$ cat src/sv/stpb_pkg.sv
// Shared types, register codes and fixed-point helpers for the subpixel text blend.
// No dependencies; every other file of the block uses it by scoped names.
package stpb_pkg;

	localparam int unsigned ChanW      = 8;
	localparam int unsigned TableDepth = 256;
	localparam int unsigned TableAddrW = $clog2(TableDepth);
	localparam int unsigned Lanes      = 3;
	localparam int unsigned CfgAddrW   = 5;
	localparam int unsigned CfgDataW   = 32;
	localparam int unsigned InDataW    = 72;
	localparam int unsigned OutDataW   = 32;

	typedef enum logic [2:0] {
		REG_TEXT_RED      = 3'd0,
		REG_TEXT_GREEN    = 3'd1,
		REG_TEXT_BLUE     = 3'd2,
		REG_TEXT_ALPHA    = 3'd3,
		REG_BGR_ORDER     = 3'd4,
		REG_SUBPIXEL_MODE = 3'd5
	} reg_idx_t;

	typedef enum logic {
		KIND_BLEND     = 1'b0,
		KIND_TABLE_WR  = 1'b1
	} kind_t;

	typedef struct packed {
		logic [ChanW-1:0] red;
		logic [ChanW-1:0] green;
		logic [ChanW-1:0] blue;
		logic [ChanW-1:0] alpha;
		logic             bgr;
		logic             mode;
	} cfg_t;

	typedef struct packed {
		logic                  en;
		logic [TableAddrW-1:0] addr;
		logic [ChanW-1:0]      data;
	} tbl_wr_t;

	// floor(x / 255), exact for x below 65535
	function automatic logic [8:0] div255(input logic [15:0] x);
		logic [16:0] t;
		t = {1'b0, x} + 17'd1 + {9'd0, x[15:8]};
		return t[16:8];
	endfunction

	function automatic logic [7:0] clamp255(input logic [8:0] v);
		return v[8] ? 8'hFF : v[7:0];
	endfunction

	// floor(s / 3) for s up to 765
	function automatic logic [7:0] div3(input logic [9:0] s);
		logic [19:0] p;
		p = {10'd0, s} * 20'd683;
		return p[18:11];
	endfunction

endpackage

$ cat src/sv/stpb_gamma_mem.sv
// Gamma table storage: two copies written together, one read at two addresses,
// one at a third, with registered read data and per-entry valid bits. Uses stpb_pkg.
module stpb_gamma_mem (
	input  logic                                            clk,
	input  logic                                            arst_n,
	input  stpb_pkg::tbl_wr_t                               wr,
	input  logic                                            rd_en,
	input  logic [stpb_pkg::Lanes-1:0][stpb_pkg::TableAddrW-1:0] rd_addr,
	output logic [stpb_pkg::Lanes-1:0][stpb_pkg::ChanW-1:0] rd_data
);

	logic [stpb_pkg::ChanW-1:0] mem_a [stpb_pkg::TableDepth];
	logic [stpb_pkg::ChanW-1:0] mem_b [stpb_pkg::TableDepth];
	logic [stpb_pkg::TableDepth-1:0] valid_q;

	logic [stpb_pkg::Lanes-1:0][stpb_pkg::ChanW-1:0]      data_q;
	logic [stpb_pkg::Lanes-1:0][stpb_pkg::TableAddrW-1:0] addr_q;
	logic [stpb_pkg::Lanes-1:0]                           hit_q;

	always_ff @(posedge clk) begin
		if (wr.en) begin
			mem_a[wr.addr] <= wr.data;
			mem_b[wr.addr] <= wr.data;
		end
		if (rd_en) begin
			data_q[0] <= mem_a[rd_addr[0]];
			data_q[1] <= mem_a[rd_addr[1]];
			data_q[2] <= mem_b[rd_addr[2]];
			addr_q    <= rd_addr;
		end
	end

	always_ff @(posedge clk or negedge arst_n) begin
		if (!arst_n) begin
			valid_q <= '0;
			hit_q   <= '0;
		end else begin
			if (rd_en) begin
				for (int i = 0; i < stpb_pkg::Lanes; i++) begin
					hit_q[i] <= valid_q[rd_addr[i]];
				end
			end
			if (wr.en) begin
				valid_q[wr.addr] <= 1'b1;
			end
		end
	end

	// unwritten entries read as the identity ramp
	always_comb begin
		for (int i = 0; i < stpb_pkg::Lanes; i++) begin
			rd_data[i] = hit_q[i] ? data_q[i] : addr_q[i];
		end
	end

endmodule

$ cat config.mk
export PLATFORM = sky130hd
export DESIGN_NAME = stpb_gamma_mem
export DESIGN_NICKNAME = d
export VERILOG_FILES = /design/src/sv/stpb_pkg.sv /design/src/sv/stpb_gamma_mem.sv
export SDC_FILE = /design/constraint.sdc
export NUM_CORES = 2
export LEC_CHECK = 0
export BUFFER_PORTS_ARGS = -buffer_cell sky130_fd_sc_hd__buf_2
export CORE_MARGIN = 5
export CORE_UTILIZATION = 60
export DETAILED_ROUTE_END_ITERATION = 8
export PLACE_DENSITY_LB_ADDON = 0.2
export SYNTH_ARGS = -nofsm -noshare
export SYNTH_HDL_FRONTEND = slang
export SYNTH_SLANG_ARGS = --single-unit
$ cat constraint.sdc
create_clock -name clk -period 2.3 [get_ports clk]
set_input_delay 0.69 -clock clk [delete_from_list [all_inputs] [get_ports clk]]
set_output_delay 0.69 -clock clk [all_outputs]
set_load 0.01 [all_outputs]
# --- Word level (Yosys, flattened, before mapping) ---
# Memories as Yosys holds them, arrays and structs flattened. A register that Yosys moved wholly into a read port is not among the register bits.
# Index checks and enable logic that the tools add are counted.
# Widths: inputs -> output; s select.
classes:
  mux: 13
  order_cmp: 5
  bitwise_logic: 1
  reduce_logical: 1
op_table:
  columns: ["operator", "n"]
  rows:
  - ["$or 256x256->256", 1]
  - ["$lt 8x9->1 const B", 4]
  - ["$bmux 1 s8", 3]
  - ["$mux 8", 3]
  - ["$demux 1 s8", 1]
  - ["$ge 8x1->1 const B", 1]
  - ["$mux 1", 6]
  - ["$logic_and 1x1->1", 1]
word_totals:
  n_memories: 2
  inputBits: 44
  output_inout_bits: 24
  mem_bits_rw: 4096
  reg_bits: 283
memory_table:
  columns: ["memory", "words", "width", "rd", "rd_ports_with_merged_regs", "write_ports", "line_no", "rtl"]
  rows:
  - ["mem_a", 256, 8, 2, 2, 1, "stpb_gamma_mem.sv:12", "logic [stpb_pkg::ChanW-1:0] mem_a [stpb_pkg::TableDepth];"]
  - ["mem_b", 256, 8, 1, 1, 1, "stpb_gamma_mem.sv:13", "logic [stpb_pkg::ChanW-1:0] mem_b [stpb_pkg::TableDepth];"]

# --- Depth between registers and ports, before layout ---
depth:
  word_depth: 5
  depth_mapped: 11

# --- Least setup slack after synthesis ---
# No wires, ideal clock.
synth_path:
  path_type: "input port to flip-flop"
  start: "input rd_addr[17] in the netlist's numbering"
  end: "register data_q[16] in the netlist's numbering, read port of mem_b, data pin"
  setup_time_ns: 0.259
  path_stages: 10
  arrival_time_ns: 2.774
  path_buffers: 4
  path_slack_ns: -0.733
  cell_sequence: "buf_2 -> buf_2 -> buf_2 -> clkbuf_1 -> mux4_2 -> a22oi_1 -> a21oi_1 -> nor4_1 -> o22ai_1 -> or2_1"
synth_rtl:
  columns: ["item", "line_no", "rtl"]
  rows:
  - ["from (decl)", "stpb_gamma_mem.sv:8", "input logic [stpb_pkg::Lanes-1:0][stpb_pkg::TableAddrW-1:0] rd_addr,"]
  - ["to (decl)", "stpb_gamma_mem.sv:16", "logic [stpb_pkg::Lanes-1:0][stpb_pkg::ChanW-1:0] data_q;"]

==> flow_metrics.env <==
export IMPL_outcome="finished with violations"
export IMPL_violations="negative setup slack"
export IMPL_core_mm2=0.207
export IMPL_worst_pin_slew_ps=946
export IMPL_r2r_start="mem_b[151][1]"
export IMPL_synthXorXnorAreaFrac_pct=0
export IMPL_dieHeight_um=467
export IMPL_path_clk_slew_ps=70
export IMPL_crit_arrival_ps=3490
export IMPL_synth_top_area_share_pct=50.2
export IMPL_fin_area_mm2=0.163
export IMPL_setup_ws_ps=-503
export IMPL_holdWs_ps=46.6
export IMPL_grt_max_degree=97
export IMPL_placedCellCount=11292
export IMPL_layout_nets=8979
export IMPL_drt_iter0_markers=17309
export IMPL_wirelength_um=506000
export IMPL_placed_cell_area_mm2=0.146
export IMPL_synth_most_common_cell="edfxtp_1"
export IMPL_reg2reg_to="data_q[1]"
export IMPL_vdd_ir_drop_worst_mv=0.822
export IMPL_dr_pass1_iters=8
export IMPL_gp_routability_congestion=1.07
export IMPL_min_delay_start="rd_addr[21]"
export IMPL_p_per_area_mw_per_mm2=639
export IMPL_rows=167
export IMPL_tns_ps=-18250
export IMPL_yosys_area_top_type="edfxtp_1"
export IMPL_clkLatencyLatePin_ps=970
export IMPL_ys_top_cells_by_area="edfxtp_1, mux4_2, dfrtp_1, a22oi_1, a21oi_1"
export IMPL_ant_nets=0
export IMPL_grt_pass1_wl_um=703000
export IMPL_numCtsBuffers=238
export IMPL_synthSimpleGateAreaFrac_pct=3.51
export IMPL_clockRootBuffer="clkbuf_16"
export IMPL_cts_buffer_depth=3
export IMPL_reg2reg_depth=8
export IMPL_leakage_nw=56.5
export IMPL_synth_area_mm2=0.125
export IMPL_place_ws_ps=-2240
export IMPL_rsz0062_at_grt="true"
export IMPL_die_w_um=467
export IMPL_cts_sinks=2355
export IMPL_vias_per_cell=7.95
export IMPL_cp_start_kind="flip-flop"
export IMPL_grt_pass1_vias=94111
export IMPL_max_freq_mhz=357
export IMPL_drv_slew=0
export IMPL_setup_viol_count_final=51
export IMPL_syn_nets=7098
export IMPL_maxSlewHeadroom_pct=36.9
export IMPL_synth_top_family_by_area="multiplexers"
export IMPL_crit_fanout=3
export IMPL_dieArea_mm2=0.218
export IMPL_wl_per_cell_um=42.4
export IMPL_synth_fa_ha_area_share_pct=0
export IMPL_avgSynthCellArea_um2=17.8
export IMPL_finalPower_mw=104
export IMPL_synth_compound_area_share_pct=7.23
export IMPL_finalWorstPathRequiredPeriod_ps=2800
export IMPL_skew_ps=73.4
export IMPL_synth_ff_type="edfxtp_1"
export IMPL_reg2reg_slack_ps=-500
export IMPL_async_reset_ff_share_pct=11.0
export IMPL_start_util_pct=60.4
export IMPL_gr_usage_all_layers_pct=45.9
export IMPL_synth_seq_area_share_pct=55.4
export IMPL_hold_viol=0
export IMPL_ctsHtreeMaxLevel=4
export IMPL_synth_seq_cells=2355
export IMPL_drv_cap=0
export IMPL_postLayoutCoreUtil_pct=78.4
export IMPL_min_to="addr_q[21]"
export IMPL_synthMuxAreaShare_pct=31.3
export IMPL_yosys_top_cells_count="edfxtp_1, mux4_2, a22oi_1"
export IMPL_overflow=0
export IMPL_final_cells=11947
export IMPL_vias=94975
export IMPL_ys_warn_count=0
export IMPL_syn_inst=7054
export IMPL_hold_depth=1
export IMPL_yosysUniqueCellTypes=51
export IMPL_hpwl_um=341000
export IMPL_drc=0
export IMPL_cts_tree="yes"
export IMPL_area_growth_pct=29.8
export IMPL_fin_crit_sh_pct=122
export IMPL_layout_drive_gt1_share_pct=59.4
export IMPL_critPathKind="flip-flop to flip-flop"
export IMPL_hp_class="primary input to flip-flop"
export IMPL_endpoint_kind="flip-flop"
export IMPL_synth_edf_count=2096
export IMPL_ios=68
export IMPL_antenna_found_initial=25
export IMPL_io_buffers=67
export IMPL_worstPathRequired_ps=2990
==> timing repair <==
action,4_1_cts,5_1_grt
hold buffers,1,0
setup buffers,87,89
pin swaps,198,190
endpoints found under the setup margin,51,51
endpoints found under the hold margin,200,0
gates cloned,25,9
gates resized for setup,777,407
==> power breakdown <==
part           switching, mW  internal, mW
Sequential             0.502          47.1
Clock                   17.8          21.9
Combinational           9.08          7.68
==> registers in the layout, indices dropped and copies added, names as in the netlist <==
signal   count
valid_q    256
mem_b     2040
mem_a        8
hit_q        3
data_q      24
addr_q      24
==> metal layers <==
metal	up-vias	routed length (um)	track usage [%]
met1	47914	154000	57.9
met5	-	83	0
li1	34708	-	-
met3	2389	81400	16.6
met2	9952	224000	67.7
met4	12	46700	30.5
==> layout by cell type, fill, tap and decap left out, types with 42 or more instances in the layout <==
master	count
mux4_2	1677
clkbuf_1	54
dfrtp_1	259
a21oi_2	173
nor2_1	272
a21oi_1	175
a22oi_1	433
buf_16	51
nor4_4	42
mux2i_1	106
buf_4	1680
clkbuf_16	249
buf_6	119
buf_12	386
a21oi_4	53
nor4_2	47
edfxtp_1	2096
clkinv_2	56
nand2_1	64
a22oi_2	354
or2_2	263
==> logic make-up after synthesis <==
group,after synthesis
compound gates,1345
buf+inv,684
flops,2355
mux,1823
simple gates,847
==> layout make-up <==
class	count	area, um2
antenna	18	45.0
fill	10816	44800
clock inverter	142	1510
timing repair buffer	2315	24200
multi-input combinational	4015	57600
clock buffer	304	6350
tap	2788	3490
inverter	10	37.5
sequential	2355	69400
==> critical path, cell delays in order, from the launching register on <==
cell and delay, ps:
edfxtp_1 430, mux4_2 530, a22oi_2 260, a21oi_1 190, nor4_4 380, buf_4 200, o22ai_4 160, buf_6 180
or2_4 210
==> worst max-delay path by stage <==
stage	from	end	slack (ps)	depth (start not counted)
after floorplan	rd_addr[8]	data_q[10]	-450	10
after global placement	rd_addr[0]	data_q[1]	-2220	11
after detailed placement	rd_addr[0]	data_q[1]	-2240	11
after CTS	hit_q[1]	rd_data[14]	-440	3
after global routing	hit_q[1]	rd_data[15]	-450	3
final	mem_b[151][1]	data_q[1]	-500	8
No activity file was read; power rests on OpenSTA's default activity.
