`src/sv/stpb_pkg.sv`:
```
// Shared types, register codes and fixed-point helpers for the subpixel text blend.
// No dependencies; every other file of the block uses it by scoped names.
package stpb_pkg;

	localparam int unsigned ChanW      = 8;
	localparam int unsigned TableDepth = 256;
	localparam int unsigned TableAddrW = $clog2(TableDepth);
	localparam int unsigned Lanes      = 3;
	localparam int unsigned CfgAddrW   = 5;
	localparam int unsigned CfgDataW   = 32;
	localparam int unsigned InDataW    = 72;
	localparam int unsigned OutDataW   = 32;

	typedef enum logic [2:0] {
		REG_TEXT_RED      = 3'd0,
		REG_TEXT_GREEN    = 3'd1,
		REG_TEXT_BLUE     = 3'd2,
		REG_TEXT_ALPHA    = 3'd3,
		REG_BGR_ORDER     = 3'd4,
		REG_SUBPIXEL_MODE = 3'd5
	} reg_idx_t;

	typedef enum logic {
		KIND_BLEND     = 1'b0,
		KIND_TABLE_WR  = 1'b1
	} kind_t;

	typedef struct packed {
		logic [ChanW-1:0] red;
		logic [ChanW-1:0] green;
		logic [ChanW-1:0] blue;
		logic [ChanW-1:0] alpha;
		logic             bgr;
		logic             mode;
	} cfg_t;

	typedef struct packed {
		logic                  en;
		logic [TableAddrW-1:0] addr;
		logic [ChanW-1:0]      data;
	} tbl_wr_t;

	// floor(x / 255), exact for x below 65535
	function automatic logic [8:0] div255(input logic [15:0] x);
		logic [16:0] t;
		t = {1'b0, x} + 17'd1 + {9'd0, x[15:8]};
		return t[16:8];
	endfunction

	function automatic logic [7:0] clamp255(input logic [8:0] v);
		return v[8] ? 8'hFF : v[7:0];
	endfunction

	// floor(s / 3) for s up to 765
	function automatic logic [7:0] div3(input logic [9:0] s);
		logic [19:0] p;
		p = {10'd0, s} * 20'd683;
		return p[18:11];
	endfunction

endpackage

```
`src/sv/stpb_blend_pipe.sv`:
```
// Blend datapath: alpha scaling, source-over mix per channel, coverage alpha,
// clamp and output register, with a per-stage ready chain. Uses stpb_pkg.
module stpb_blend_pipe (
	input  logic                                            clk,
	input  logic                                            arst_n,
	input  stpb_pkg::cfg_t                                  cfg,
	input  logic                                            pix_acc,
	input  logic [31:0]                                     dest_in,
	input  logic [stpb_pkg::Lanes-1:0][stpb_pkg::ChanW-1:0] cov,
	output logic                                            in_ready,
	output logic                                            out_valid,
	input  logic                                            out_ready,
	output logic [31:0]                                     new_pixel,
	output logic                                            written
);

	logic v_s1, v_s2, v_s3, v_s4, v_s5, v_s6;
	logic rdy1, rdy2, rdy3, rdy4, rdy5, rdy6;

	logic [31:0] dest_s1, dest_s2, dest_s3, dest_s4, dest_s5;
	logic [stpb_pkg::Lanes-1:0][15:0] prod_s2;
	logic [stpb_pkg::Lanes-1:0][7:0]  cs_s3;
	logic [stpb_pkg::Lanes-1:0][15:0] mix_s4;
	logic [7:0]                       ca_s4, ca_s5;
	logic                             zero_s4, zero_s5;
	logic [stpb_pkg::Lanes-1:0][7:0]  n_s5;
	logic [15:0]                      al_s5;
	logic [31:0]                      pixel_s6;
	logic                             written_s6;

	logic [stpb_pkg::Lanes-1:0][15:0] prod_d;
	logic [stpb_pkg::Lanes-1:0][7:0]  cs_d;
	logic [stpb_pkg::Lanes-1:0][15:0] mix_d;
	logic [stpb_pkg::Lanes-1:0][7:0]  n_d;
	logic [stpb_pkg::Lanes-1:0][7:0]  src;
	logic [stpb_pkg::Lanes-1:0][7:0]  dst;
	logic [9:0]                       sum_d;
	logic [15:0]                      al_d;
	logic [7:0]                       na_d;

	assign rdy6 = !v_s6 | out_ready;
	assign rdy5 = !v_s5 | rdy6;
	assign rdy4 = !v_s4 | rdy5;
	assign rdy3 = !v_s3 | rdy4;
	assign rdy2 = !v_s2 | rdy3;
	assign rdy1 = !v_s1 | rdy2;
	assign in_ready = rdy1;

	assign src[0] = cfg.red;
	assign src[1] = cfg.green;
	assign src[2] = cfg.blue;
	assign dst[0] = dest_s3[23:16];
	assign dst[1] = dest_s3[15:8];
	assign dst[2] = dest_s3[7:0];

	always_comb begin
		logic signed [17:0] diff;
		logic signed [17:0] term;
		logic        [17:0] base;
		logic        [17:0] acc;
		logic        [8:0]  quo;
		for (int i = 0; i < stpb_pkg::Lanes; i++) begin
			prod_d[i] = {8'd0, cov[i]} * {8'd0, cfg.alpha};
			quo       = stpb_pkg::div255(prod_s2[i]);
			cs_d[i]   = quo[7:0];
			// dst*255 + (src-dst)*cov + 127
			diff      = $signed({10'd0, src[i]}) - $signed({10'd0, dst[i]});
			term      = diff * $signed({10'd0, cs_s3[i]});
			base      = {2'd0, dst[i], 8'd0} - {10'd0, dst[i]};
			acc       = base + 18'(term) + 18'd127;
			mix_d[i]  = acc[15:0];
			n_d[i]    = stpb_pkg::clamp255(stpb_pkg::div255(mix_s4[i]));
		end
		sum_d = {2'd0, cs_s3[0]} + {2'd0, cs_s3[1]} + {2'd0, cs_s3[2]};
		al_d  = {8'd0, dest_s4[31:24]} * {8'd0, 8'hFF - ca_s4} + 16'd127;
		na_d  = stpb_pkg::clamp255({1'b0, ca_s5} + stpb_pkg::div255(al_s5));
	end

	always_ff @(posedge clk or negedge arst_n) begin
		if (!arst_n) begin
			v_s1 <= 1'b0;
			v_s2 <= 1'b0;
			v_s3 <= 1'b0;
			v_s4 <= 1'b0;
			v_s5 <= 1'b0;
			v_s6 <= 1'b0;
		end else begin
			if (rdy1) v_s1 <= pix_acc;
			if (rdy2) v_s2 <= v_s1;
			if (rdy3) v_s3 <= v_s2;
			if (rdy4) v_s4 <= v_s3;
			if (rdy5) v_s5 <= v_s4;
			if (rdy6) v_s6 <= v_s5;
		end
	end

	always_ff @(posedge clk) begin
		if (rdy1) begin
			dest_s1 <= dest_in;
		end
		if (rdy2) begin
			dest_s2 <= dest_s1;
			prod_s2 <= prod_d;
		end
		if (rdy3) begin
			dest_s3 <= dest_s2;
			cs_s3   <= cs_d;
		end
		if (rdy4) begin
			dest_s4 <= dest_s3;
			mix_s4  <= mix_d;
			ca_s4   <= stpb_pkg::div3(sum_d);
			zero_s4 <= (cs_s3 == '0);
		end
		if (rdy5) begin
			dest_s5 <= dest_s4;
			n_s5    <= n_d;
			al_s5   <= al_d;
			ca_s5   <= ca_s4;
			zero_s5 <= zero_s4;
		end
		if (rdy6) begin
			pixel_s6   <= zero_s5 ? dest_s5 : {na_d, n_s5[0], n_s5[1], n_s5[2]};
			written_s6 <= !zero_s5;
		end
	end

	assign out_valid = v_s6;
	assign new_pixel = pixel_s6;
	assign written   = written_s6;

endmodule

```
`config.mk`:
```
export PLATFORM = sky130hd
export DESIGN_NAME = stpb_blend_pipe
export DESIGN_NICKNAME = d
export VERILOG_FILES = /design/src/sv/stpb_pkg.sv /design/src/sv/stpb_blend_pipe.sv
export SDC_FILE = /design/constraint.sdc
export NUM_CORES = 2
export LEC_CHECK = 0
export BUFFER_PORTS_ARGS = -buffer_cell sky130_fd_sc_hd__buf_2
export CORE_MARGIN = 3
export CORE_UTILIZATION = 50
export CTS_CLUSTER_DIAMETER = 50
export DETAILED_ROUTE_END_ITERATION = 10
export MAX_ROUTING_LAYER = met4
export PLACE_DENSITY = 0.65
export SLEW_MARGIN = 20
export SYNTH_ARGS = -nofsm -noshare
export SYNTH_HDL_FRONTEND = slang
export SYNTH_SLANG_ARGS = --single-unit
```
`constraint.sdc`:
```
create_clock -name clk -period 18.6 [get_ports clk]
set_clock_uncertainty 0.05 [all_clocks]
set_input_delay 3.72 -clock clk [delete_from_list [all_inputs] [get_ports clk]]
set_output_delay 3.72 -clock clk [all_outputs]
set_load 0.005 [all_outputs]
```
# Yosys cells after proc, flatten, opt, wreduce, memory -nomap -nowiden

Index checks and enable logic that the tools add are counted.

Add/subtract/negate cells: 31
Multiply operators: 8
Div/mod/pow operators: 0
Order comparisons: 0
Equality and inequality tests: 0
Shift-type cells: 0
Muxes and demuxes: 2
Bitwise logic cells: 6
Reduce and logical (&&, ||, !) cells: 8

Operators by type and width:

| cell                                                 | number |
|---|---|
| adder 16 x 1 -> 17 bit (second input constant)       | 4 |
| adder 17 x 8 -> 17 bit                               | 4 |
| adder 16 x 7 -> 16 bit (second input constant)       | 4 |
| multiplier 8 x 8 -> 16 bit                           | 4 |
| adder 16 x 1 -> 16 bit (second input constant)       | 3 |
| adder 16 bit                                         | 3 |
| adder 16 x 8 -> 16 bit                               | 3 |
| multiplier 9 x 9 -> 16 bit                           | 3 |
| subtractor 16 x 8 -> 16 bit                          | 3 |
| 2-to-1 mux 32 bit                                    | 1 |
| subtractor 8 x 8 -> 9 bit                            | 3 |
| zero test 24 bit                                     | 1 |
| multiplier 10 x 10 -> 19 bit (second input constant) | 1 |
| adder 9 x 8 -> 10 bit                                | 1 |
| adder 8 x 8 -> 9 bit                                 | 1 |
| adder 8 x 9 -> 9 bit                                 | 1 |
| 2-to-1 mux 8 bit                                     | 1 |
| subtractor 8 bit (first input constant)              | 1 |
| zero test 1 bit                                      | 7 |
| bitwise OR 1 bit                                     | 6 |

Register bits: 377
Latch bits: 0
Memory bits (writable): 0
Memory bits (read-only): 0
Bits of input ports: 94
Output and inout bits: 35
Word-level logic and storage cells: 85
Memories: 0

# Longest topological paths before layout

Depth in word-level cells: 7
Mapped depth: 28
Mapped depth without buffers: 27

# Worst setup path before layout

Ideal clock, no wire load.

Kind: input-to-output
Start: input out_ready
End: output in_ready
Arrival time: 7.670 ns
Data required time: 14.830 ns
Slack: 7.160 ns
Stages on the path: 4
Buffers on the path: 0
Cells stage by stage: nor2b_1 > nand3_1 > nor2_1 > nand3_1

Longest elaborated chain between the ends: 6

RTL lines:

| element          | line                  | text |
|---|---|---|
| from (decl)      | stpb_blend_pipe.sv:12 | `input logic out_ready,` |
| bitwise OR 1 bit | stpb_blend_pipe.sv:41 | `assign rdy6 = !v_s6 \| out_ready;` |
| bitwise OR 1 bit | stpb_blend_pipe.sv:42 | `assign rdy5 = !v_s5 \| rdy6;` |
| bitwise OR 1 bit | stpb_blend_pipe.sv:43 | `assign rdy4 = !v_s4 \| rdy5;` |
| named net rdy4   | stpb_blend_pipe.sv:18 | `logic rdy1, rdy2, rdy3, rdy4, rdy5, rdy6;` |
| bitwise OR 1 bit | stpb_blend_pipe.sv:44 | `assign rdy3 = !v_s3 \| rdy4;` |
| bitwise OR 1 bit | stpb_blend_pipe.sv:45 | `assign rdy2 = !v_s2 \| rdy3;` |
| bitwise OR 1 bit | stpb_blend_pipe.sv:46 | `assign rdy1 = !v_s1 \| rdy2;` |
| to (decl)        | stpb_blend_pipe.sv:10 | `output logic in_ready,` |

The timed path passes the listed nets, and every way through them passes these cells.

==> metrics.txt <==
# TYPE chip_impl_metric gauge
chip_impl_info{name="setup_cp_type",value="in2reg"} 1
chip_impl_metric{name="gpl.final_weighted_congestion",unit=""} 0.843
chip_impl_info{name="setup.worst_path.end_class",value="flip-flop"} 1
chip_impl_metric{name="gr-total-overflow",unit=""} 0
chip_impl_metric{name="design_area",unit="mm²"} 0.0382
chip_impl_info{name="tritoncts",value="built"} 1
chip_impl_metric{name="dr_total_vias",unit=""} 21900
chip_impl_metric{name="portBuffers",unit=""} 126
chip_impl_metric{name="drv_cap",unit=""} 0
chip_impl_metric{name="netlist_area",unit="mm²"} 0.0351
chip_impl_metric{name="clock_tree.htree_level_count",unit=""} 2
chip_impl_metric{name="clock_sink_count",unit=""} 377
chip_impl_metric{name="dieHeight",unit="µm"} 271
chip_impl_metric{name="nNetsFinal",unit=""} 4214
chip_impl_metric{name="cp.required",unit="ns"} 18.86
chip_impl_metric{name="timing_max_transition_violations_final",unit=""} 0
chip_impl_metric{name="ys_async_sr_fraction",unit=""} 0.0159
chip_impl_metric{name="syn_nets",unit=""} 4082
chip_impl_metric{name="yosysWarnings",unit=""} 0
chip_impl_metric{name="netlist-cell-type-count",unit=""} 60
chip_impl_metric{name="antenna_found_initial",unit=""} 2
chip_impl_metric{name="route.detailed.drc",unit=""} 0
chip_impl_metric{name="path_clk_slew",unit="ns"} 0.06
chip_impl_metric{name="final-setup-viol-count",unit=""} 0
chip_impl_metric{name="hpwlAfterDp",unit="µm"} 54600
chip_impl_metric{name="wl_per_cell",unit="µm"} 15.9
chip_impl_metric{name="timing.final.crit_share",unit=""} 0.526
chip_impl_metric{name="groute.usage.overall",unit=""} 0.199
chip_impl_metric{name="postCtsSetupRepairBufs",unit=""} 0
chip_impl_metric{name="hold_violations",unit=""} 0
chip_impl_metric{name="layoutNonFillerInstCount",unit=""} 4279
chip_impl_metric{name="max-slew-margin-rel",unit=""} 0.300
chip_impl_metric{name="final_period_minus_worst_setup_slack",unit="ns"} 9.78
chip_impl_metric{name="worst-slew-pin-transition",unit="ns"} 1.05
chip_impl_metric{name="arrival",unit="ns"} 10.04
chip_impl_metric{name="synth_sequential_area_ratio",unit=""} 0.322
chip_impl_metric{name="io_pins",unit=""} 129
chip_impl_metric{name="core_footprint",unit="mm²"} 0.0691
chip_impl_metric{name="drt_wl_total",unit="µm"} 68000
chip_impl_metric{name="setup_total_negative_slack",unit="ns"} 0
chip_impl_metric{name="cts_hold_repair.buffers",unit=""} 0
chip_impl_metric{name="numPlacedInstances",unit=""} 4197
chip_impl_metric{name="site_rows",unit=""} 96
chip_impl_info{name="status",value="finished, final reports clean"} 1
chip_impl_metric{name="insertion_delay",unit="ns"} 0.58
chip_impl_info{name="clockRootBuffer",value="sky130_fd_sc_hd__clkbuf_16"} 1
chip_impl_metric{name="pin_count_of_the_biggest_net_entering_global_routing",unit=""} 77
chip_impl_metric{name="ant_nets",unit=""} 0
chip_impl_metric{name="yosys_register_bits",unit=""} 377
chip_impl_info{name="rsz0062_at_grt",value="false"} 1
chip_impl_metric{name="cts_buffer_count",unit=""} 44
chip_impl_metric{name="clockBufferDepth",unit=""} 3
chip_impl_metric{name="start_util",unit=""} 0.508
chip_impl_metric{name="die-area",unit="mm²"} 0.0733
chip_impl_metric{name="drt_iter0_markers",unit=""} 1195
chip_impl_metric{name="proportion_of_layout_cells_with_a_drive_suffix_above_1",unit=""} 0.0753
chip_impl_metric{name="detailedRoute.firstPassIterationCount",unit=""} 5
chip_impl_metric{name="path_max_fanout",unit=""} 9
chip_impl_metric{name="standard_cell_area_after_detailed_placement",unit="mm²"} 0.0368
chip_impl_metric{name="synthesis.instances",unit=""} 3180
chip_impl_metric{name="first_global_vias",unit=""} 24100
chip_impl_metric{name="layout-area-overhead-vs-synth",unit="%"} 8.94
chip_impl_info{name="hold_path.class",value="reg2reg"} 1
chip_impl_metric{name="die_width",unit="µm"} 271
chip_impl_metric{name="post_cts_resized",unit=""} 0
chip_impl_metric{name="via_per_inst",unit=""} 5.12
chip_impl_metric{name="grt_pass1_wl",unit="µm"} 116000
chip_impl_info{name="worstSetupStartpointType",value="primary input"} 1
chip_impl_metric{name="maxClockFrequency",unit="MHz"} 102
chip_impl_metric{name="number_of_enable_flip_flop_cells_after_synthesis",unit=""} 371
chip_impl_metric{name="postSynthAreaPerCell",unit="µm²"} 11.0
chip_impl_info{name="yosys_most_used_dff",value="sky130_fd_sc_hd__edfxtp_1"} 1
[logic make-up after synthesis]
family                   Yosys count  synth area share
AND/OR/NAND/NOR                  821             0.119
adder cells (fa/ha/maj)          808             0.377
buffers and inverters            656            0.0703
flip-flops                       377             0.322
AO/OA/AOI/OAI                    307            0.0574
XOR/XNOR                         182            0.0455
multiplexers                      29           0.00960
[critical path, cell delays in order]
cell	delay [ns]
sky130_fd_sc_hd__buf_2	0.09
sky130_fd_sc_hd__inv_1	0.08
sky130_fd_sc_hd__ha_1	0.17
sky130_fd_sc_hd__fa_1	0.20
sky130_fd_sc_hd__nor2b_1	0.07
sky130_fd_sc_hd__o31ai_1	0.40
sky130_fd_sc_hd__a21oi_1	0.19
sky130_fd_sc_hd__o22ai_1	0.56
sky130_fd_sc_hd__nand2_1	0.28
sky130_fd_sc_hd__fa_1	0.69
sky130_fd_sc_hd__inv_1	0.13
sky130_fd_sc_hd__fa_1	0.48
sky130_fd_sc_hd__fa_1	0.44
sky130_fd_sc_hd__inv_1	0.09
sky130_fd_sc_hd__fa_1	0.43
sky130_fd_sc_hd__fa_1	0.40
sky130_fd_sc_hd__xor2_1	0.18
sky130_fd_sc_hd__xnor2_1	0.14
sky130_fd_sc_hd__xnor2_1	0.30
sky130_fd_sc_hd__a311oi_1	0.09
sky130_fd_sc_hd__mux2_2	0.27
sky130_fd_sc_hd__a211oi_1	0.49
sky130_fd_sc_hd__xnor2_1	0.15
[Yosys cell counts (28+ instances only)]
master	instances	area (µm²)
sky130_fd_sc_hd__a21o_1	28	210
sky130_fd_sc_hd__a21oi_1	103	515
sky130_fd_sc_hd__and2_1	158	988
sky130_fd_sc_hd__clkbuf_1	50	188
sky130_fd_sc_hd__edfxtp_1	371	11100
sky130_fd_sc_hd__fa_1	412	8250
sky130_fd_sc_hd__ha_1	396	4950
sky130_fd_sc_hd__inv_1	604	2270
sky130_fd_sc_hd__nand2_1	284	1070
sky130_fd_sc_hd__nand2b_1	87	544
sky130_fd_sc_hd__nand3_1	42	210
sky130_fd_sc_hd__nor2_1	78	293
sky130_fd_sc_hd__nor2b_1	64	400
sky130_fd_sc_hd__nor3_1	33	165
sky130_fd_sc_hd__o21a_1	43	323
sky130_fd_sc_hd__o21ai_0	42	210
sky130_fd_sc_hd__xnor2_1	139	1220
sky130_fd_sc_hd__xor2_1	43	377
[placed cells by master, fill, tap and decap left out, types with 12 or more instances in the layout]
master                        n
sky130_fd_sc_hd__o211ai_1    19
sky130_fd_sc_hd__clkbuf_16   44
sky130_fd_sc_hd__xor2_1      43
sky130_fd_sc_hd__nor3_1      33
sky130_fd_sc_hd__a21oi_1    103
sky130_fd_sc_hd__a21o_1      28
sky130_fd_sc_hd__buf_4       12
sky130_fd_sc_hd__inv_1      603
sky130_fd_sc_hd__or3_1       18
sky130_fd_sc_hd__nand3_1     40
sky130_fd_sc_hd__nand2b_1    87
sky130_fd_sc_hd__nor2_1      78
sky130_fd_sc_hd__buf_2      126
sky130_fd_sc_hd__xnor2_1    139
sky130_fd_sc_hd__fa_1       412
sky130_fd_sc_hd__and2_1     158
sky130_fd_sc_hd__ha_1       396
sky130_fd_sc_hd__o21a_1      43
sky130_fd_sc_hd__nor2b_1     64
sky130_fd_sc_hd__nand2_1    282
sky130_fd_sc_hd__and3_1      21
sky130_fd_sc_hd__mux2_2      27
sky130_fd_sc_hd__o21ai_0     42
sky130_fd_sc_hd__edfxtp_1   371
[final timing paths]
path	to	from	slack, ns	cells after the start
min in group asynchronous	v_s1$_DFFE_PN0P_	arst_n	2.91	1
max	mix_s4[15]$_DFFE_PP_	cfg[26]	8.82	23
max in group asynchronous	v_s4$_DFFE_PN0P_	arst_n	15.44	1
max reg2reg	ca_s4[7]$_DFFE_PP_	cs_s3[17]$_DFFE_PP_	10.78	27
min reg2reg	dest_s4[31]$_DFFE_PP_	dest_s3[31]$_DFFE_PP_	0.36	0
min	dest_s4[31]$_DFFE_PP_	dest_s3[31]$_DFFE_PP_	0.36	0
[routing by layer]
metal | vias up | GRT usage | part of all wire
li1 | 10600 | - | -
met1 | 10800 | 0.247 | 0.43
met4 | 0 | 0.0659 | 0.031
met2 | 363 | 0.340 | 0.50
met5 | - | - | 0
met3 | 117 | 0.0231 | 0.035
[state kept, by name, summed over array words and instances (netlist names), 32 cells and up]
name,cells
mix_s4,48
prod_s2,48
dest_s1,32
dest_s2,32
dest_s3,32
dest_s4,32
dest_s5,32
new_pixel,32
[layout make-up]
type,count,area (µm²)
Fill cell,5937,30900
Clock buffer,57,1170
Sequential cell,377,11300
Clock inverter,23,236
Inverter,604,2270
Timing Repair Buffer,138,721
Antenna cell,2,5.00
Multi-Input combinational cell,2147,21300
Tap cell,931,1160
[per-stage QoR]
step | hold WS (ns) | setup WS (ns) | utilization
final | 0.362 | 8.82 | 0.553
after global routing | 0.373 | 8.46 | 0.553
after CTS | 0.365 | 8.87 | 0.553
after detailed placement | 0.355 | 8.26 | 0.533
after global placement | 0.351 | 8.35 | 0.533
after floorplan | 0.350 | 7.16 | -
Power is left out: the tool's default activity adds up to more than one toggle a clock period on the data nets, which glitch-free logic cannot reach.
