$ cat src/sv/stpb_pkg.sv
// Shared types, register codes and fixed-point helpers for the subpixel text blend.
// No dependencies; every other file of the block uses it by scoped names.
package stpb_pkg;

	localparam int unsigned ChanW      = 8;
	localparam int unsigned TableDepth = 256;
	localparam int unsigned TableAddrW = $clog2(TableDepth);
	localparam int unsigned Lanes      = 3;
	localparam int unsigned CfgAddrW   = 5;
	localparam int unsigned CfgDataW   = 32;
	localparam int unsigned InDataW    = 72;
	localparam int unsigned OutDataW   = 32;

	typedef enum logic [2:0] {
		REG_TEXT_RED      = 3'd0,
		REG_TEXT_GREEN    = 3'd1,
		REG_TEXT_BLUE     = 3'd2,
		REG_TEXT_ALPHA    = 3'd3,
		REG_BGR_ORDER     = 3'd4,
		REG_SUBPIXEL_MODE = 3'd5
	} reg_idx_t;

	typedef enum logic {
		KIND_BLEND     = 1'b0,
		KIND_TABLE_WR  = 1'b1
	} kind_t;

	typedef struct packed {
		logic [ChanW-1:0] red;
		logic [ChanW-1:0] green;
		logic [ChanW-1:0] blue;
		logic [ChanW-1:0] alpha;
		logic             bgr;
		logic             mode;
	} cfg_t;

	typedef struct packed {
		logic                  en;
		logic [TableAddrW-1:0] addr;
		logic [ChanW-1:0]      data;
	} tbl_wr_t;

	// floor(x / 255), exact for x below 65535
	function automatic logic [8:0] div255(input logic [15:0] x);
		logic [16:0] t;
		t = {1'b0, x} + 17'd1 + {9'd0, x[15:8]};
		return t[16:8];
	endfunction

	function automatic logic [7:0] clamp255(input logic [8:0] v);
		return v[8] ? 8'hFF : v[7:0];
	endfunction

	// floor(s / 3) for s up to 765
	function automatic logic [7:0] div3(input logic [9:0] s);
		logic [19:0] p;
		p = {10'd0, s} * 20'd683;
		return p[18:11];
	endfunction

endpackage

$ cat src/sv/stpb_cfg_regs.sv
// APB register file for text colour, text alpha, panel order and coverage mode.
// Depends on stpb_pkg for the register codes and the cfg_t bundle.
module stpb_cfg_regs (
	input  logic                               clk,
	input  logic                               arst_n,
	input  logic                               psel,
	input  logic                               penable,
	input  logic                               pwrite,
	input  logic [stpb_pkg::CfgAddrW-1:0]      paddr,
	input  logic [stpb_pkg::CfgDataW-1:0]      pwdata,
	output logic [stpb_pkg::CfgDataW-1:0]      prdata,
	output stpb_pkg::cfg_t                     cfg
);

	stpb_pkg::cfg_t   cfg_q;
	stpb_pkg::reg_idx_t idx;
	logic             wr;

	assign idx = stpb_pkg::reg_idx_t'(paddr[4:2]);
	assign wr  = psel & penable & pwrite;
	assign cfg = cfg_q;

	always_ff @(posedge clk or negedge arst_n) begin
		if (!arst_n) begin
			cfg_q.red   <= '0;
			cfg_q.green <= '0;
			cfg_q.blue  <= '0;
			cfg_q.alpha <= 8'hFF;
			cfg_q.bgr   <= 1'b0;
			cfg_q.mode  <= 1'b0;
		end else if (wr) begin
			unique case (idx)
				stpb_pkg::REG_TEXT_RED:      cfg_q.red   <= pwdata[7:0];
				stpb_pkg::REG_TEXT_GREEN:    cfg_q.green <= pwdata[7:0];
				stpb_pkg::REG_TEXT_BLUE:     cfg_q.blue  <= pwdata[7:0];
				stpb_pkg::REG_TEXT_ALPHA:    cfg_q.alpha <= pwdata[7:0];
				stpb_pkg::REG_BGR_ORDER:     cfg_q.bgr   <= pwdata[0];
				stpb_pkg::REG_SUBPIXEL_MODE: cfg_q.mode  <= pwdata[0];
				default: ;
			endcase
		end
	end

	always_comb begin
		prdata = '0;
		unique case (idx)
			stpb_pkg::REG_TEXT_RED:      prdata[7:0] = cfg_q.red;
			stpb_pkg::REG_TEXT_GREEN:    prdata[7:0] = cfg_q.green;
			stpb_pkg::REG_TEXT_BLUE:     prdata[7:0] = cfg_q.blue;
			stpb_pkg::REG_TEXT_ALPHA:    prdata[7:0] = cfg_q.alpha;
			stpb_pkg::REG_BGR_ORDER:     prdata[0]   = cfg_q.bgr;
			stpb_pkg::REG_SUBPIXEL_MODE: prdata[0]   = cfg_q.mode;
			default:                     prdata      = '0;
		endcase
	end

endmodule

$ cat config.mk
export PLATFORM = sky130hd
export DESIGN_NAME = stpb_cfg_regs
export DESIGN_NICKNAME = d
export VERILOG_FILES = /design/src/sv/stpb_pkg.sv /design/src/sv/stpb_cfg_regs.sv
export SDC_FILE = /design/constraint.sdc
export NUM_CORES = 1
export LEC_CHECK = 0
export BUFFER_PORTS_ARGS = -buffer_cell sky130_fd_sc_hd__buf_2
export CORE_MARGIN = 2
export CORE_UTILIZATION = 47
export DETAILED_ROUTE_END_ITERATION = 7
export GPL_ROUTABILITY_DRIVEN = 0
export PLACE_DENSITY = 0.85
export SLEW_MARGIN = 20
export SYNTH_ARGS = -nofsm -noshare
export SYNTH_HDL_FRONTEND = slang
export SYNTH_SLANG_ARGS = --single-unit
$ cat constraint.sdc
create_clock -name clk -period 3.8 [get_ports clk]
set_input_delay 0.57 -clock clk [delete_from_list [all_inputs] [get_ports clk]]
set_output_delay 0.57 -clock clk [all_outputs]
set_load 0.005 [all_outputs]
* Yosys cells after proc, flatten, opt, wreduce, memory -nomap -nowiden
Index checks and enable logic that the tools add are counted.
** Word-level totals
- Register bits :: 34
- Bits of input ports :: 42
- Output and inout bits :: 66
- Logic and storage cells :: 22
** Cells by class
- Equality and inequality tests :: 5
- Multiplexer cells :: 2
- Bitwise operators :: 2
- Reductions and logical operators :: 7
** Operators by type and width (count)
- $pmux 7 s4 :: 1
- $reduce_and 2->1 :: 6
- $eq 3x2->1 const B :: 2
- $eq 3x3->1 const B :: 2
- $pmux 1 s6 :: 1
- $eq 3x1->1 const B :: 1
- $logic_not 3->1 :: 1
- $and 1x1->1 :: 2

* Depth between registers and ports, before layout
Gate-level depths: netlist (run 1).
- Depth in word-level cells :: 3
- Gate-level depth with buffers :: 5

* Least setup slack after synthesis (run 1)
No wires, ideal clock.
- Path type :: in2out
- From :: input paddr[2] (netlist bit)
- To :: output prdata[2] (netlist bit)
- Data arrival time :: 1.456 ns
- Data required time :: 3.230 ns
- Slack :: 1.774 ns
- Stages :: 4
- Path buffers :: 2
- Cells stage by stage :: buf_6 buf_6 mux4_2 nor2b_1
** On the way
- Longest elaborated chain between the ends :: 2
- Elaborated cells between the ends (all ways) :: 5
- Those cells by class :: 3 x eq/ne; 1 x mux; 1 x reduce/logical
** Ends and longest elaborated chain
- start: declaration :: RTL line stpb_cfg_regs.sv:9 : input logic [stpb_pkg::CfgAddrW-1:0] paddr,
- $eq 3x2->1, or another cell as far along :: RTL line stpb_cfg_regs.sv:46 : unique case (idx)
- $pmux 7 s4 * :: RTL line stpb_cfg_regs.sv:46
- end: declaration :: RTL line stpb_cfg_regs.sv:11 : output logic [stpb_pkg::CfgDataW-1:0] prdata,
Mark *: on every way between the ends. The rest lies on a longest branch, timed or not.

* Worst setup path in the final report (run 1)
- From :: input paddr[2] (netlist bit)
- To :: output prdata[0] (netlist bit)
** On the way
- Longest elaborated chain between the ends :: 2
- Elaborated cells between the ends (all ways) :: 7
- Those cells by class :: 5 x eq/ne; 1 x mux; 1 x reduce/logical
** Ends and longest elaborated chain (RTL line)
- $eq 3x3->1, or another cell as far along :: stpb_cfg_regs.sv:46
- $pmux 1 s6 * :: stpb_cfg_regs.sv:46
Marks and branches as above.

==> results.txt, run 1 <==
The clock tree skew after final layout is 0 ps. The total of warnings raised by yosys came out at 0. The biggest area contributor in the post-synthesis netlist is dfrtp_1. Detailed placement ended at an HPWL of 2.53 mm.

The highest clock frequency the design can meet is 0.404 GHz. The number of hold violations in the final report came out at 0. In this design, the critical path's most frequently occurring cell is buf_2. The share of synthesized area in the top cell type comes to 0.352. The number of different library cells in the post-synthesis netlist came out at 21.

The CTS tree is done. The die boundary width came out at 66.7 µm. The count of maximum capacitance violations came out at 0. The setup slack after layout is 1330 ps.

In this run the number of H-tree levels came out at 2. STA classifies the critical path startpoint as an input port. The required arrival time at the worst endpoint is 3230 ps. The area growth from synthesis to layout is 17.4%. The post-CTS resize count came out at 0. The slew at the pin closest to its max-slew limit came out at 754 ps. The initial cell density of the core came out at 0.498.

The tree is rooted in a clkbuf_8. The mean instance size in the synthesized netlist is 14.7 µm². The buffer count from post-CTS setup fixing is 0. The hold buffer count at CTS is 0.

The number of flip-flops under the largest register name is 34. The largest vdd supply drop came out at 0.000280 V. The floorplan step defined a die boundary enclosing 4450 µm². The combinational power share is 0.235.

In this run the most used layer during global routing was met2. The later-pin clock latency in the skew report came out at 280 ps. The core region is 3720 µm².

The met1 routing resource usage after global routing came out at 0.217. The worst hold path class is input port to asynchronous set/reset pin. For this run, the total global-route usage over all layers was measured as 0.176. The final global-route overflow total is 0. The top-level I/O count is 108.

The post-route fraction of the period consumed by the critical path came out at 0.651. Setup repair after global routing left no endpoint under its margin. The power density normalized to cell area is 498 nW/µm². The switching power as a share of total power came out at 0.247.

The met2 track utilization from global routing came out at 0.309. The average wire per standard cell came out at 15.4 µm. The number of pins with negative max-slew slack in the final report came out at 0. The number of buffers added on ports came out at 57. The via count of the first global-routing pass is 1,158. OpenSTA, run right after detailed placement, puts the worst setup slack at 1300 ps. The cell count after synthesis is 126. The clock-pin slew on the worst setup and hold paths came out at 70 ps. In this design, the largest share of critical-path delay is due to multiplexers. In this design, the stage delay of the slowest critical-path cell is 560 ps.

The net total in the final layout is 226. Walking the worst path, the cells encountered are buf_2, mux4_2, mux2_2, buf_2. The analysis attributes to cell leakage a power of 1.12 nW. Of the synthesized area, sequential elements account for 0.465. The detailed-route wire length came out at 3.58 mm. The number of antenna violations at the first check in global routing is 0. The worst slew margin relative to its limit is 0.498. The first-pass GRT wire length is 5.76 mm.

The share of total power dissipated in the clock network is 0.305. STA puts the critical path data arrival time at 1900 ps. The met3 usage is 0.0253.

The maximum buffer depth of the clock tree is 2. The count of buffering cells on the critical path with inverters included came out at 2. Internal power comes to 0.000815 W. The master of the slowest instance on the critical path is mux4_2. The maximum fanout encountered on the critical timing path came out at 15. The sum of negative setup slack is 0 ps. The final critical path time including I/O delays and setup is 2470 ps. Setup violations remaining at the end of the flow were counted as 0. Buffers inserted during clock tree synthesis total 5. By area the synthesized netlist is led by dfrtp_1, mux2_2, dfstp_2, buf_4, mux4_2. The share of total power dissipated in sequential elements is 0.460.

In this run the core area contains 22 standard-cell rows. The post-synthesis cell area came out at 1850 µm². Once detail routing completed, the nets flagged for antenna violations numbered 0. After the first detailed-routing iteration, the DRC count stood at 66. CTS saw 34 sinks. The net switching power figure came out at 0.000267 W. The critical path is of the input port to output port type.

The post-detailed-route via-to-cell ratio is 5.00. The run finished with clean final reports. In the final layout, the share of cells above drive strength 1 is 0.647. The number of iterations in the first detailed-routing pass is 4. The worst setup path is captured at an output port. After synthesis the netlist holds a flip-flop and latch count of 34.

The internal reg-to-reg setup slack came out at 3010 ps. For this run, design rule violations remaining after detail routing come to 0. The maximum number of pins on one net before global-route repair is 35. The total of fill cells in the finished design came out at 329. The repair_antennas step left the layout with diodes totalling 0. The die extent in y is 66.7 µm. The via count is 1,159.
[cells by family (layout without fill, tap and decap cells)]
group / Yosys count / count (layout) / share of synthesized area
simple gates: 18 / 18 / 0.0798
flops: 34 / 34 / 0.465
mux: 44 / 44 / 0.332
other cells: 1 / 24 / 0.00203
buf+inv: 29 / 64 / 0.120
[cells in the final DEF (no fill, tap or decap)]
cell type / n
buf_2: 57
bufinv_16: 1
clkbuf_8: 6
conb_1: 24
dfrtp_1: 26
dfstp_2: 8
mux2_2: 27
mux2_4: 8
mux2i_1: 1
mux4_2: 8
nand2_1: 2
nand3_1: 1
nand4b_4: 1
nor2_1: 1
nor2_2: 1
nor2b_1: 7
nor3_1: 1
nor3b_4: 2
nor4b_1: 1
or3_1: 1
[worst paths after layout]
path                                     start                   to  depth (start not counted)
max                                   paddr[2]            prdata[0]                          4
min                                     arst_n  cfg[21]$_DFFE_PN0P_                          1
max reg2reg                cfg[14]$_DFFE_PN0P_  cfg[14]$_DFFE_PN0P_                          1
min reg2reg                cfg[15]$_DFFE_PN0P_  cfg[15]$_DFFE_PN0P_                          1
max in group asynchronous               arst_n  cfg[12]$_DFFE_PN0P_                          1
min in group clk           cfg[15]$_DFFE_PN0P_  cfg[15]$_DFFE_PN0P_                          1
[synth_stat cells, drive strengths merged]
library cell	n
nand3	1
nor2b	7
nor3b	2
mux2i	1
or3	1
nor4b	1
clkbuf	1
mux4	8
mux2	35
nor3	1
nor2	2
nand4b	1
conb	1
dfstp	8
nand2	2
buf	28
dfrtp	26
[power by group through the flow]
stage	clock network [W]	logic [W]	registers, W
2_1_floorplan	0	0.000155	0.000502
3_3_place_gp	0	0.000250	0.000500
3_5_place_dp	0	0.000256	0.000504
4_1_cts	0.000335	0.000257	0.000498
5_1_grt	0.000348	0.000279	0.000509
6_report	0.000330	0.000254	0.000498
[layer usage]
| layer | vias to the layer above | wire length, µm |
|---|---|---|
| met5 | - | 0 |
| met4 | 0 | 43 |
| met3 | 5 | 188 |
| met2 | 53 | 1870 |
| met1 | 589 | 1480 |
| li1 | 512 | - |
[area by class of cell]
class                      count  area (µm²)  share of cell area
clock buffer                   6        82.6              0.0380
sequential                    34         861               0.397
tap                           48        60.1              0.0277
clock inverter                 1        30.0              0.0138
multi-input combinational     86         852               0.393
timing repair buffer          57         285               0.131
[per-stage QoR]
stage / hold WS, ps / std cells / power [W] / utilization / instance area [µm²]
after floorplan: 274 / 149 / 0.000657 / - / 1940
after global placement: 507 / 225 / 0.000750 / 0.554 / 2060
after detailed placement: 511 / 225 / 0.000761 / 0.554 / 2060
after CTS: 379 / 232 / 0.00109 / 0.584 / 2170
after global routing: 414 / 232 / 0.00114 / 0.584 / 2170
final: 364 / 232 / 0.00108 / 0.584 / 2170
(Power assumes the default switching activity.)
==> inputs of run 2 (changes only) <==
Settings changed: CORE_UTILIZATION 47 to 39, PLACE_DENSITY 0.85 to 0.76.
Clock period 3.8 ns to 2.1 ns, I/O delays scaled along.
==> run 2 against run 1 <==
Clock power is 53% higher. Highest routed layer unchanged. Critical path depth is 1 higher. First-iteration DRC count is 39% lower. Flip-flop and latch count stayed put.
==> results.txt, run 2 (synthesized netlist as in run 1, its figures left out) <==
Buffers inserted during clock tree synthesis total 5. The worst slew margin relative to its limit is 0.486. The root buffer selected by CTS is clkbuf_8. The final routed DRC violation total came out at 0.

The number of antenna violations at the first check in global routing is 0. Setup repair after global routing left no endpoint under its margin. The flow ran to the end, and the final reports show no timing, DRC or antenna violations. The leakage power total came out at 1.15 nW. The number of H-tree levels came out at 2.

For this run, global-route usage on met1 was measured as 0.183. Entering global routing, the biggest net connects 35 pins. The total number of clock tree sinks came out at 34. met2 is the most crowded layer. Setup violations remaining at the end of the flow were counted as 0. The final antenna-violating net count is 0. The sum of negative setup slack came out at 0 ps. The count of maximum capacitance violations is 0.

The detailed-route wire length came out at 3.72 mm. In the layout the commonest cells are buf_2, mux2_2, dfrtp_1. The die covers 5310 µm². Once layout is complete, the utilization of the core stands at 0.475. The critical path launch point is paddr[2]. The post-route fraction of the period consumed by the critical path came out at 0.907.

The clock tree skew after final layout is 0 ps. The met2 track utilization from global routing came out at 0.248. The category of the worst setup path capture point is an output port. The area growth from synthesis to layout is 19.7%. Of all nets on the critical path, the largest fanout is 11. The maximum buffer depth of the clock tree came out at 2. The via count of the first global-routing pass came to 1,125. The post-detailed-route via-to-cell ratio came out at 4.78. In this run the worst hold path is classified as input port to asynchronous set/reset pin. The later-pin clock latency in the skew report is 280 ps. The core region is 4660 µm².

The critical path is of the input port to output port type. The average wire per standard cell is 15.1 µm. STA classifies the critical path startpoint as an input port. The first-pass GRT wire length is 5.80 mm. The die boundary width is 72.9 µm. After legalization and detailed placement, the total HPWL measured 2.67 mm. 108 I/O pins were placed. The number of flip-flops under the largest register name came out at 34. The initial cell density of the core is 0.397. The startpoint identified for the worst register-to-register timing path is cfg[33]$_DFFE_PN0P_. The final critical path time including I/O delays and setup is 1910 ps. The required arrival time at the worst endpoint is 1780 ps. The power density normalized to cell area came out at 842 nW/µm².

Across every metal layer, demand over resource in global routing totals 0.150. The slew at the pin closest to its max-slew limit came out at 771 ps. The net total in the final layout is 233. In the global route stage, met3 resource usage came out at 0.0497. The number of hold violations in the final report is 0. Summed over all layers, the global routing overflow is 0. The number of pins with negative max-slew slack in the final report came out at 0. Clock-pin slew was measured on the worst setup and hold paths at 70 ps. After clock tree synthesis, the repair step resized 0 gates.

The hold buffer count at CTS came out at 0. Leaving out fill and tap cells, the most frequent cell in the layout is buf_2. Data arrives at the worst endpoint at 1590 ps. The initialized floorplan defines 25 standard-cell rows.

TritonCTS built the clock tree. The largest vdd supply drop is 0.000459 V. Of the cells placed in the final design, the portion with a size suffix greater than 1 is 0.661. The total inserted antenna cells is 0. The buffer count from post-CTS setup fixing is 0.

The via count is 1,177. The number of design-rule violations left by the first detailed-router iteration came out at 40. The die extent in y is 72.9 µm. The highest clock frequency the design can meet came out at 0.525 GHz. The first detailed-routing pass ran for 2 iterations. The number of buffers added on ports came out at 57. Fill cells in the final layout number 439.
run 2: changes by cell type in the layout (fill, tap and decap cells not counted):
cell        change
buf_4           +7
bufinv_16       -1
clkinv_2        +1
clkinvlp_4      +1
run 2: area by class of cell:
cell class | count | area [µm²] | area share
clock buffer | 6 | 82.6 | 0.0373
clock inverter | 2 | 12.5 | 0.00565
multi-input combinational | 86 | 852 | 0.385
sequential | 34 | 861 | 0.389
tap | 54 | 67.6 | 0.0305
timing repair buffer | 64 | 338 | 0.153
run 2: worst max-delay path: stages:
cell     delay, ps
buf_2          310
buf_4          220
mux4_2         480
nor2b_1        130
buf_2          120
run 2: worst paths after layout:
path | cells past startpoint | slack [ps] | end
min in group clk | 2 | 300 | cfg[30]$_DFFE_PN0P_
worst min register to register | 1 | 530 | cfg[11]$_DFFE_PN0P_
worst min-delay path | 1 | 100 | cfg[23]$_DFFE_PN0P_
worst max register to register | 1 | 1310 | cfg[33]$_DFFE_PN0P_
worst max-delay path | 5 | 190 | prdata[1]
max in group asynchronous | 1 | 1510 | cfg[0]$_DFFE_PN0P_
run 2: report_power, final:
group | total [W] | leakage [nW] | switching [W] | internal (W)
logic | 0.000461 | 0.683 | 0.000168 | 0.000293
clock network | 0.000504 | 0.0472 | 0.000240 | 0.000263
registers | 0.000898 | 0.416 | 0.0000922 | 0.000806
run 2: layer usage:
layer  share of wire  vias up
met1            0.42      584
met4           0.010        0
li1                -      534
met3           0.066        4
met5               0        -
met2            0.50       55
run 2: per-stage QoR:
step	instance area [µm²]	std cells	setup WS, ps	hold WS (ps)	total power, W
final	2210	246	194	103	0.00186
after CTS	2210	246	156	120	0.00189
after floorplan	1940	149	584	19.4	0.00119
after global routing	2210	246	85.9	145	0.00198
after global placement	2120	238	160	424	0.00136
after detailed placement	2120	238	153	431	0.00138
==> inputs of run 3 (changes only) <==
Settings changed: SETUP_SLACK_MARGIN set to 0.2.
==> run 3 against run 2 <==
Flip-flop and latch count is the same. Sequential share of layout area barely moved. Critical path depth fell by 2. Core utilization increased by 0.054 points. Cell count unchanged. Register-to-register slack barely moved.
==> results.txt, run 3 (synthesized netlist as in run 1, its figures left out) <==
The die boundary width is 72.9 µm. The power density normalized to cell area came out at 841 nW/µm². TritonCTS built the clock tree. The master of the slowest instance on the critical path is mux4_2.

The detail route stage leaves a number of antenna-violating nets equal to 0. The H-tree was split into 2 levels. The startpoint identified for the worst register-to-register timing path is cfg[0]$_DFFE_PN0P_.

The cell row count came out at 25. Wires add up to 3.71 mm. Setup repair after global routing left no endpoint under its margin. The clock-pin slew on the worst setup and hold paths came out at 70 ps.

The total inserted antenna cells is 0. The first global-routing pass estimated 5.81 mm of wire. The library cell used most frequently in the layout, excluding fill and tap cells, is buf_2. The top-level I/O count came out at 108. The clock tree skew after final layout came out at 0 ps.

The flow ran to the end, and the final reports show no timing, DRC or antenna violations. The worst hold margin came out at 103 ps. The number of antenna violations at the first check in global routing is 0. The area enclosed by the die boundary came out at 5310 µm². The category of the most critical setup path is flop to output port.

The final critical path time including I/O delays and setup is 1830 ps. The net total in the final layout came out at 233. The largest vdd supply drop came out at 0.000459 V. The post-route fraction of the period consumed by the critical path is 0.873. The critical path launch point is cfg[0]$_DFFE_PN0P_.

The placeable core region is 4660 µm². The number of endpoints failing setup at the final stage came out at 0. Port buffering added 57 buffers. The number of hold violations in the final report came out at 0. The maximum fanout encountered on the critical timing path came out at 3.

After routing the design area is 2220 µm². The via count of the first global-routing pass came out at 1,127. The number of pins with negative max-slew slack in the final report is 0. The layout has 438 filler cells. Summed over all failing endpoints, the final setup total negative slack is 0 ps.

The count of maximum capacitance violations is 0. The initial utilization of the core area, before any placement, comes to 0.397. The final core utilization came out at 0.475.

The number of flip-flops under the largest register name is 34. STA classifies the critical path startpoint as a flop. The required arrival time at the worst endpoint came out at 1780 ps. Relative to the synthesized area, the layout overhead comes to 19.8%. Walking the worst path, the cells encountered are mux4_2, mux2_2, buf_2. Across every metal layer, demand over resource in global routing totals 0.151. The share of layout cells above drive strength 1 is 0.661. Entering global routing, the biggest net connects 35 pins.

The worst slew margin relative to its limit is 0.486. For this run, design rule violations remaining after detail routing come to 0. The worst hold path belongs to the class input port to asynchronous set/reset pin. The clock reaches the later pin of the worst-skew pair after 280 ps. The final global-route overflow total is 0. The via count is 1,178. The top cell types in the final layout, fill and taps aside, are buf_2, mux2_2, dfrtp_1. The hold buffer count at CTS came out at 0. The worst setup path is captured at an output port. The post-detailed-route via-to-cell ratio came out at 4.79. In the final routed layout, each cell accounts on average for 15.1 µm.

The slew at the pin closest to its max-slew limit is 771 ps. The number of design-rule violations left by the first detailed-router iteration came out at 42. CTS saw 34 sinks. The die extent in y is 72.9 µm. In this run the deepest clock path goes through 2 buffers. Counting the buffers created by CTS gives 5. Summing all placed instances gives a cell area of 2120 µm².

The largest incremental delay on the critical path came out at 460 ps. The root buffer cell chosen for the clock tree is clkbuf_8. The highest clock frequency the design can meet is 0.546 GHz. The data arrival time of the critical path came out at 1520 ps. The analysis attributes to cell leakage a power of 1.15 nW. The number of iterations in the first detailed-routing pass is 2. The final HPWL from detailed placement came out at 2.67 mm.
## run 3: final cells by class
cell class | instances | area (µm²) | share of cell area
clock inverters | 2 | 12.5 | 0.00565
clock buffers | 6 | 82.6 | 0.0373
multi-input cells | 86 | 852 | 0.385
well taps | 54 | 67.6 | 0.0305
repair buffers | 64 | 340 | 0.154
flip-flops and latches | 34 | 861 | 0.388
## run 3: final timing paths
kind	to	slack (ps)	cells past startpoint
max	prdata[0]	270	3
min	cfg[23]$_DFFE_PN0P_	100	1
max reg2reg	cfg[0]$_DFFE_PN0P_	1320	1
min reg2reg	cfg[11]$_DFFE_PN0P_	530	1
max in group asynchronous	cfg[0]$_DFFE_PN0P_	1510	1
min in group clk	cfg[30]$_DFFE_PN0P_	300	2
## run 3: power breakdown
group / switching [W] / total [W] / leakage (nW) / internal, W
Clock: 0.000240 / 0.000504 / 0.0472 / 0.000263
Combinational: 0.000168 / 0.000462 / 0.684 / 0.000294
Sequential: 0.0000917 / 0.000897 / 0.416 / 0.000806
## run 3: critical path, delay by kind of cell (launching register included)
kind,cells,cell delay [ps]
multiplexers,2,720
flip-flops,1,400
buffers and inverters,1,120
## run 3: metrics by stage
stage	total power, W	instances	setup WS [ps]
6_report	0.00186	246	267
5_1_grt	0.00198	246	213
4_1_cts	0.00189	246	252
3_5_place_dp	0.00138	238	153
3_3_place_gp	0.00136	238	160
2_1_floorplan	0.00119	149	584
## run 3: what timing repair did
item / CTS / global route
gates resized for setup: 1 / 0
setup buffers: 0 / 0
setup endpoints to repair: 2 / 0
## run 3: metal layers
metal | vias to the layer above | track usage | part of all wire
met1 | 585 | 0.184 | 0.42
met2 | 55 | 0.248 | 0.51
met5 | - | 0 | 0
li1 | 534 | - | -
met4 | 0 | 0.0556 | 0.010
met3 | 4 | 0.0497 | 0.067
